`src/hdl/immediate_calculator_parser_defines.svh`:
```
// Assertion macros shared by the calculator RTL.
`ifndef IMMEDIATE_CALCULATOR_PARSER_DEFINES_SVH
`define IMMEDIATE_CALCULATOR_PARSER_DEFINES_SVH

// Same-cycle implication, checked out of reset.
`define ICP_ASSERT_IMP(lbl, clk, rstn, ante, cons) \
  lbl: assert property (@(posedge clk) disable iff (!rstn) (ante) |-> (cons)) \
    else $error("icp assertion failed");

// Next-cycle implication, checked out of reset.
`define ICP_ASSERT_NXT(lbl, clk, rstn, ante, cons) \
  lbl: assert property (@(posedge clk) disable iff (!rstn) (ante) |=> (cons)) \
    else $error("icp assertion failed");

`endif

```
`src/hdl/icp_pkg.sv`:
```
// Shared types, codes and helpers for the immediate calculator.
package icp_pkg;

  localparam int unsigned WORD_W = 32;
  localparam int unsigned CNT_W  = 5;

  localparam logic [7:0] CHAR_ADD  = 8'h2B;
  localparam logic [7:0] CHAR_SUB  = 8'h2D;
  localparam logic [7:0] CHAR_MUL  = 8'h78;
  localparam logic [7:0] CHAR_DIV  = 8'h2F;
  localparam logic [7:0] CHAR_EQ   = 8'h3D;
  localparam logic [7:0] CHAR_ZERO = 8'h30;

  localparam logic [WORD_W-1:0] RADIX = 32'd10;

  typedef enum logic [2:0] {
    OP_NONE = 3'd0,
    OP_ADD  = 3'd1,
    OP_SUB  = 3'd2,
    OP_MUL  = 3'd3,
    OP_DIV  = 3'd4,
    OP_EQ   = 3'd5
  } op_e;

  typedef enum logic [2:0] {
    ALU_ADD,
    ALU_SUB,
    ALU_MUL,
    ALU_DIV,
    ALU_PASS
  } alu_op_e;

  typedef enum logic [1:0] {
    CS_IDLE,
    CS_CALC,
    CS_EMIT
  } ctl_state_e;

  typedef enum logic [1:0] {
    AS_IDLE,
    AS_RUN,
    AS_FIX
  } alu_state_e;

  // mul computes a * b + c; div computes a / b (signed, truncating)
  typedef struct packed {
    logic              start;
    alu_op_e           op;
    logic [WORD_W-1:0] a;
    logic [WORD_W-1:0] b;
    logic [WORD_W-1:0] c;
  } alu_req_t;

  typedef struct packed {
    logic              busy;
    logic              done;
    logic [WORD_W-1:0] result;
    logic              div_zero;
  } alu_rsp_t;

  function automatic op_e decode_op(logic [7:0] ch);
    op_e op;
    case (ch)
      CHAR_ADD: op = OP_ADD;
      CHAR_SUB: op = OP_SUB;
      CHAR_MUL: op = OP_MUL;
      CHAR_DIV: op = OP_DIV;
      CHAR_EQ:  op = OP_EQ;
      default:  op = OP_NONE;
    endcase
    return op;
  endfunction

  function automatic alu_op_e alu_of(op_e op);
    alu_op_e a;
    case (op)
      OP_ADD:  a = ALU_ADD;
      OP_SUB:  a = ALU_SUB;
      OP_MUL:  a = ALU_MUL;
      OP_DIV:  a = ALU_DIV;
      default: a = ALU_PASS;
    endcase
    return a;
  endfunction

endpackage

```
`src/hdl/icp_alu.sv`:
```
// Iterative arithmetic unit: direct add/sub/pass, bit-serial multiply and divide.
module icp_alu (
  input  logic            clk_i,
  input  logic            rst_ni,
  input  icp_pkg::alu_req_t req_i,
  output icp_pkg::alu_rsp_t rsp_o
);
  import icp_pkg::*;

  alu_state_e        state_q, state_d;
  alu_op_e           op_q, op_d;
  logic [WORD_W-1:0] acc_q, acc_d;
  logic [WORD_W-1:0] opa_q, opa_d;
  logic [WORD_W-1:0] opb_q, opb_d;
  logic [CNT_W-1:0]  cnt_q, cnt_d;
  logic              neg_q, neg_d;
  logic              done_q, done_d;
  logic              dz_q, dz_d;
  logic [WORD_W-1:0] res_q, res_d;
  logic [WORD_W:0]   trial;

  assign trial = {acc_q, opa_q[WORD_W-1]} - {1'b0, opb_q};

  always_comb begin
    state_d = state_q;
    op_d    = op_q;
    acc_d   = acc_q;
    opa_d   = opa_q;
    opb_d   = opb_q;
    cnt_d   = cnt_q;
    neg_d   = neg_q;
    done_d  = 1'b0;
    dz_d    = dz_q;
    res_d   = res_q;
    case (state_q)
      AS_IDLE: begin
        if (req_i.start) begin
          op_d = req_i.op;
          dz_d = 1'b0;
          case (req_i.op)
            ALU_ADD: begin
              res_d  = req_i.a + req_i.b;
              done_d = 1'b1;
            end
            ALU_SUB: begin
              res_d  = req_i.a - req_i.b;
              done_d = 1'b1;
            end
            ALU_MUL: begin
              acc_d   = req_i.c;
              opa_d   = req_i.a;
              opb_d   = req_i.b;
              state_d = AS_RUN;
            end
            ALU_DIV: begin
              if (req_i.b == '0) begin
                res_d  = '0;
                dz_d   = 1'b1;
                done_d = 1'b1;
              end else begin
                acc_d   = '0;
                opa_d   = req_i.a[WORD_W-1] ? (~req_i.a + 1'b1) : req_i.a;
                opb_d   = req_i.b[WORD_W-1] ? (~req_i.b + 1'b1) : req_i.b;
                neg_d   = req_i.a[WORD_W-1] ^ req_i.b[WORD_W-1];
                cnt_d   = '0;
                state_d = AS_RUN;
              end
            end
            default: begin
              res_d  = req_i.a;
              done_d = 1'b1;
            end
          endcase
        end
      end
      AS_RUN: begin
        if (op_q == ALU_MUL) begin
          if (opb_q == '0) begin
            res_d   = acc_q;
            done_d  = 1'b1;
            state_d = AS_IDLE;
          end else begin
            if (opb_q[0]) acc_d = acc_q + opa_q;
            opa_d = {opa_q[WORD_W-2:0], 1'b0};
            opb_d = {1'b0, opb_q[WORD_W-1:1]};
          end
        end else begin
          if (!trial[WORD_W]) begin
            acc_d = trial[WORD_W-1:0];
            opa_d = {opa_q[WORD_W-2:0], 1'b1};
          end else begin
            acc_d = {acc_q[WORD_W-2:0], opa_q[WORD_W-1]};
            opa_d = {opa_q[WORD_W-2:0], 1'b0};
          end
          cnt_d = cnt_q + 1'b1;
          if (cnt_q == CNT_W'(WORD_W - 1)) state_d = AS_FIX;
        end
      end
      AS_FIX: begin
        res_d   = neg_q ? (~opa_q + 1'b1) : opa_q;
        done_d  = 1'b1;
        state_d = AS_IDLE;
      end
      default: state_d = AS_IDLE;
    endcase
  end

  always_ff @(posedge clk_i or negedge rst_ni) begin
    if (!rst_ni) begin
      state_q <= AS_IDLE;
      done_q  <= 1'b0;
    end else begin
      state_q <= state_d;
      done_q  <= done_d;
    end
  end

  always_ff @(posedge clk_i) begin
    op_q  <= op_d;
    acc_q <= acc_d;
    opa_q <= opa_d;
    opb_q <= opb_d;
    cnt_q <= cnt_d;
    neg_q <= neg_d;
    dz_q  <= dz_d;
    res_q <= res_d;
  end

  assign rsp_o.busy     = (state_q != AS_IDLE);
  assign rsp_o.done     = done_q;
  assign rsp_o.result   = res_q;
  assign rsp_o.div_zero = dz_q;

endmodule

```
`src/hdl/immediate_calculator_parser.sv`:
```
// Immediate-execution calculator: takes one expression character per item and
// evaluates left to right with no precedence, emitting the value and a
// divide-by-zero flag after the item marked last. Every item passes through one
// shared iterative arithmetic unit, and the input is not ready until that item
// is finished. An operator applying add, subtract or equals, or the first
// operator, is computed directly; a digit runs a shift-add multiply by ten,
// stopping when the multiplier runs out; a pending multiply runs shift-add
// steps until the second operand runs out; a pending divide runs a 32-step
// restoring divider plus a sign fix, or is flagged directly on a zero divisor.
// A last item then passes through an emit state that hands the result to the
// output register once it is free, which then holds it until taken.
`include "immediate_calculator_parser_defines.svh"
module immediate_calculator_parser (
  input  logic        clk_i,
  input  logic        rst_ni,
  input  logic        in_valid_i,
  output logic        in_ready_o,
  input  logic [7:0]  char_code_i,
  input  logic        last_char_i,
  output logic        out_valid_o,
  input  logic        out_ready_i,
  output logic signed [31:0] value_o,
  output logic        div_zero_o
);
  import icp_pkg::*;

  ctl_state_e        st_q, st_d;
  logic [7:0]        ch_q;
  logic              last_q;
  logic [WORD_W-1:0] first_q, first_d;
  logic [WORD_W-1:0] second_q, second_d;
  op_e               pend_q, pend_d;
  logic              err_q, err_d;
  logic              out_valid_q, out_valid_d;
  logic [WORD_W-1:0] value_q;
  logic              dz_out_q;
  logic              load_out;
  logic              accept;
  op_e               in_op;
  alu_req_t          alu_req;
  alu_rsp_t          alu_rsp;

  assign in_ready_o = (st_q == CS_IDLE);
  assign accept     = in_valid_i && in_ready_o;
  assign in_op      = decode_op(char_code_i);

  always_comb begin
    alu_req.start = accept;
    alu_req.c     = '0;
    if (in_op == OP_NONE) begin
      alu_req.op = ALU_MUL;
      alu_req.a  = (pend_q == OP_NONE) ? first_q : second_q;
      alu_req.b  = RADIX;
      alu_req.c  = {{(WORD_W-8){1'b0}}, char_code_i} - {{(WORD_W-8){1'b0}}, CHAR_ZERO};
    end else begin
      alu_req.op = alu_of(pend_q);
      alu_req.a  = first_q;
      alu_req.b  = second_q;
    end
  end

  icp_alu u_alu (
    .clk_i  (clk_i),
    .rst_ni (rst_ni),
    .req_i  (alu_req),
    .rsp_o  (alu_rsp)
  );

  always_comb begin
    st_d        = st_q;
    first_d     = first_q;
    second_d    = second_q;
    pend_d      = pend_q;
    err_d       = err_q;
    load_out    = 1'b0;
    out_valid_d = out_valid_q && !out_ready_i;
    case (st_q)
      CS_IDLE: begin
        if (accept) st_d = CS_CALC;
      end
      CS_CALC: begin
        if (alu_rsp.done) begin
          if (decode_op(ch_q) == OP_NONE) begin
            if (pend_q == OP_NONE) first_d = alu_rsp.result;
            else second_d = alu_rsp.result;
          end else begin
            first_d  = alu_rsp.result;
            second_d = '0;
            pend_d   = decode_op(ch_q);
            err_d    = err_q | alu_rsp.div_zero;
          end
          st_d = last_q ? CS_EMIT : CS_IDLE;
        end
      end
      CS_EMIT: begin
        if (!out_valid_q || out_ready_i) begin
          load_out    = 1'b1;
          out_valid_d = 1'b1;
          first_d     = '0;
          second_d    = '0;
          pend_d      = OP_NONE;
          err_d       = 1'b0;
          st_d        = CS_IDLE;
        end
      end
      default: st_d = CS_IDLE;
    endcase
  end

  always_ff @(posedge clk_i or negedge rst_ni) begin
    if (!rst_ni) begin
      st_q        <= CS_IDLE;
      first_q     <= '0;
      second_q    <= '0;
      pend_q      <= OP_NONE;
      err_q       <= 1'b0;
      out_valid_q <= 1'b0;
    end else begin
      st_q        <= st_d;
      first_q     <= first_d;
      second_q    <= second_d;
      pend_q      <= pend_d;
      err_q       <= err_d;
      out_valid_q <= out_valid_d;
    end
  end

  always_ff @(posedge clk_i) begin
    if (accept) begin
      ch_q   <= char_code_i;
      last_q <= last_char_i;
    end
    if (load_out) begin
      value_q  <= first_q;
      dz_out_q <= err_q;
    end
  end

  assign out_valid_o = out_valid_q;
  assign value_o     = value_q;
  assign div_zero_o  = dz_out_q;

  `ICP_ASSERT_NXT(a_one_item, clk_i, rst_ni, accept, !in_ready_o)
  `ICP_ASSERT_IMP(a_alu_free, clk_i, rst_ni, alu_req.start, !alu_rsp.busy)
  `ICP_ASSERT_IMP(a_done_in_calc, clk_i, rst_ni, alu_rsp.done, st_q == CS_CALC)
  `ICP_ASSERT_NXT(a_clear_after_emit, clk_i, rst_ni, load_out,
                  out_valid_q && first_q == '0 && second_q == '0 && pend_q == OP_NONE && !err_q)

endmodule

```
`config.mk`:
```
export PLATFORM = sky130hd
export DESIGN_NAME = immediate_calculator_parser
export DESIGN_NICKNAME = d
export VERILOG_FILES = /design/src/hdl/icp_pkg.sv /design/src/hdl/icp_alu.sv /design/src/hdl/immediate_calculator_parser.sv
export VERILOG_INCLUDE_DIRS = /design/src /design/src/hdl
export SDC_FILE = /design/constraint.sdc
export NUM_CORES = 1
export LEC_CHECK = 0
export BUFFER_PORTS_ARGS = -buffer_cell sky130_fd_sc_hd__buf_4
export CORE_MARGIN = 2
export CORE_UTILIZATION = 40
export DETAILED_ROUTE_END_ITERATION = 10
export GPL_ROUTABILITY_DRIVEN = 0
export GPL_TIMING_DRIVEN = 0
export HOLD_SLACK_MARGIN = 0.15
export MAX_ROUTING_LAYER = met4
export SYNTH_ARGS = -nofsm -noshare
export SYNTH_HDL_FRONTEND = slang
export SYNTH_SLANG_ARGS = --single-unit
```
`constraint.sdc`:
```
create_clock -name clk_i -period 15.6 [get_ports clk_i]
set_input_delay 2.34 -clock clk_i [delete_from_list [all_inputs] [get_ports clk_i]]
set_output_delay 2.34 -clock clk_i [all_outputs]
set_load 0.02 [all_outputs]
```
==> run metrics <==
Global Route Usage Sum between 20 and 30%; area taken by multi-input logic gates 11540 µm²; most common cell after layout, fill and taps aside nand2_1; worst-skew pair later-pin latency 0.59 ns; layout cells sized above 1 under 10%; Min-Delay Path Class reg -> reg; Bufs on Longest Clock Path 3; Worst Path Required 15.87 ns; Worst Setup End Kind register; CTS tree yes; relative slew slack 21.43%; min Tclk post-route 9.327 ns; largest net degree at the start of global routing 75; Seq/Total Area, Yosys 37.11%; H-tree depth 1; Iteration-0 DRC Markers 2345; FF+latch area 7257 µm²; ANT nets after route 0; worst setup path class in -> reg; number of enable flip-flop cells after synthesis 180; Setup WS pre-CTS approximately 6 ns; DRC errors left 0; Total Wirelength about 70000 µm; Pre-antenna DRT Iters 6; initial core utilization approximately 40%; antenna violations before repair 1; final HPWL from detailed placement 55830 µm; CP Max Fanout 10; n_diodes 0; I/O pin total 48; CORE AREA about 49000 µm²; global-route wire length before repair 105700 µm; Die W between 200 and 250 µm; vias in the first global route about 17000; RSZ-0062 raised after global routing no; grt total ovfl 0; Clock transition at path regs roughly 0.060 ns; FP Rows 81; commonest non-fill, non-tap cells in the layout nand2_1, o21ai_0, edfxtp_1; Vias 18735; asr flop ratio synth 29.13%; fin. max-slew vios 0; Worst Setup Start Kind primary input; CTS root buffer clkbuf_16; Mapped Nets 2405; DIE HEIGHT 225.1 µm; Layout area overhead 11.88%; post-synthesis cell type count 76; WP data arrival 9.60 ns; prevailing post-synth register cell edfxtp_1; Synth Register Bits 254; Clock Sinks 254; port buffer count 47; Mean Syn Cell Area 8.588 µm²; die footprint 50670 µm²; worst setup margin 6.273 ns; Post-Syn Area 19550 µm²; Worst-Margin Slew 1.168 ns; fin nets 2493; power density over the cells 194.0 nW/µm²; hold_buf cts 0; VDD IR-drop max 0.08895 mV; max cap viols 0; fillers 4791; Final setup viols 0; Leak Pwr 0.008712 µW; Post-CTS Setup Repair Bufs 0; Post-Synthesis Cells approximately 2300; status completed; Fmax 107.2 MHz; DR vias/cell 6.224; Synth Warn # 0; Num CTS Buffers 29; wire per inst 23.33 µm; Final Cycle Share 59.79%; setup tns final 0 ns; final hold vios 0; Resize count post-CTS 0; Clock Skew 0.01950 ns
-- Yosys cell counts (17+ instances only) --
| library cell | count | share of area, % |
|---|---|---|
| a211oi_1 | 20 | 0.77 |
| a21o_1 | 35 | 1.3 |
| a21oi_1 | 148 | 3.8 |
| a221oi_1 | 36 | 1.6 |
| a31oi_1 | 20 | 0.64 |
| and3_1 | 27 | 0.86 |
| clkbuf_1 | 115 | 2.2 |
| dfrtp_1 | 74 | 9.5 |
| edfxtp_1 | 180 | 28 |
| ha_1 | 112 | 7.2 |
| inv_1 | 89 | 1.7 |
| mux2i_1 | 44 | 2.3 |
| nand2_1 | 368 | 7.1 |
| nand2b_1 | 25 | 0.80 |
| nand3_1 | 36 | 0.92 |
| nand4_1 | 17 | 0.54 |
| nor2_1 | 153 | 2.9 |
| nor3_1 | 48 | 1.2 |
| nor4_1 | 28 | 0.90 |
| o21a_1 | 21 | 0.81 |
| o21ai_0 | 201 | 5.1 |
| o221ai_1 | 23 | 1.0 |
| o31ai_1 | 57 | 2.2 |
| or3_1 | 20 | 0.64 |
| xnor2_1 | 105 | 4.7 |
| xor2_1 | 68 | 3.0 |
-- kinds of logic after synthesis --
kind of cell               Yosys count  share of synthesized area [%]
and+or+nand+nor                    784                          18.23
DFF                                254                          37.11
buffers and inverters              219                          4.274
muxes                               51                          2.656
xor gates and xnor gates           173                          7.749
adders and majority gates          115                          7.474
AOI/OAI and AO/OA                  681                          22.50
-- path summary, 6_finish.rpt --
kind	start	endpoint	slack [ns]	cells past startpoint
max in group asynchronous	rst_ni	first_q[30]$_DFFE_PN0P_	13.00	1
min	err_q$_DFFE_PN0P_	div_zero_o$_DFFE_PP_	0.45	0
max reg2reg	pend_q[1]$_DFFE_PN0P_	u_alu.res_q[30]$_DFFE_PP_	8.60	20
min reg2reg	err_q$_DFFE_PN0P_	div_zero_o$_DFFE_PP_	0.45	0
max	char_code_i[4]	u_alu.res_q[27]$_DFFE_PP_	6.27	26
min in group asynchronous	rst_ni	second_q[1]$_DFFE_PN0P_	1.92	1
-- state kept, by name, indices dropped and copies added (netlist names), 2 cells and up --
name           count
second_q          32
u_alu.state_q      2
u_alu.opb_q       32
u_alu.acc_q       32
u_alu.opa_q       32
pend_q             3
u_alu.cnt_q        5
ch_q               8
first_q           32
u_alu.res_q       32
u_alu.op_q         3
st_q               2
value_o           32
-- power by group --
group          switching (µW)  internal, µW  leakage [µW]
Clock                     297           395      0.000488
Combinational            1480           806       0.00561
Sequential                226          1040       0.00262
-- critical path, stage by stage --
cell,delay (ns)
buf_4,0.10
ha_1,0.27
or3b_1,0.37
a21o_1,0.20
a211oi_2,0.21
buf_6,0.21
buf_2,0.30
clkbuf_1,0.64
clkbuf_1,0.64
nand2_1,0.25
ha_1,0.24
clkbuf_1,0.20
nand2_1,0.15
nand2_1,0.08
xnor2_1,0.17
nor2_1,0.08
ha_1,0.40
a21o_1,0.21
a21o_1,0.18
a2111oi_0,0.82
a31oi_1,0.33
nor2_1,0.25
o21ai_0,0.19
xor2_1,0.18
a221oi_1,0.43
a31oi_1,0.12
-- cell type report --
| cell class | instances | share of cell area, % |
|---|---|---|
| Tap cell | 622 | 3.557 |
| Multi-Input combinational cell | 1804 | 52.74 |
| Clock buffer | 41 | 4.038 |
| Sequential cell | 254 | 33.17 |
| Clock inverter | 13 | 0.3489 |
| Buffer | 129 | 2.276 |
| Timing Repair Buffer | 57 | 2.322 |
| Inverter | 90 | 1.544 |
-- stage by stage --
step	util, %	area (µm²)	total power (µW)	hold WS [ns]	std cells
2_1_floorplan	-	19550	2749	0.4240	2277
5_1_grt	44.97	21880	4502	0.4626	3010
3_5_place_dp	42.98	20910	3490	0.4363	2955
3_3_place_gp	42.52	20680	3420	0.4319	2946
4_1_cts	44.96	21870	4195	0.4514	3009
6_report	44.97	21880	4245	0.4527	3010
-- per-layer routing --
metal  GRT usage, %  wire length [µm]  up-vias
met2          42.43             30570     1018
li1               -                 -     8538
met4          11.64              3419        0
met3          4.107              6315      188
met1          37.99             29920     8991
met5              -                 0        -
Power figures use the tool's default switching activity.
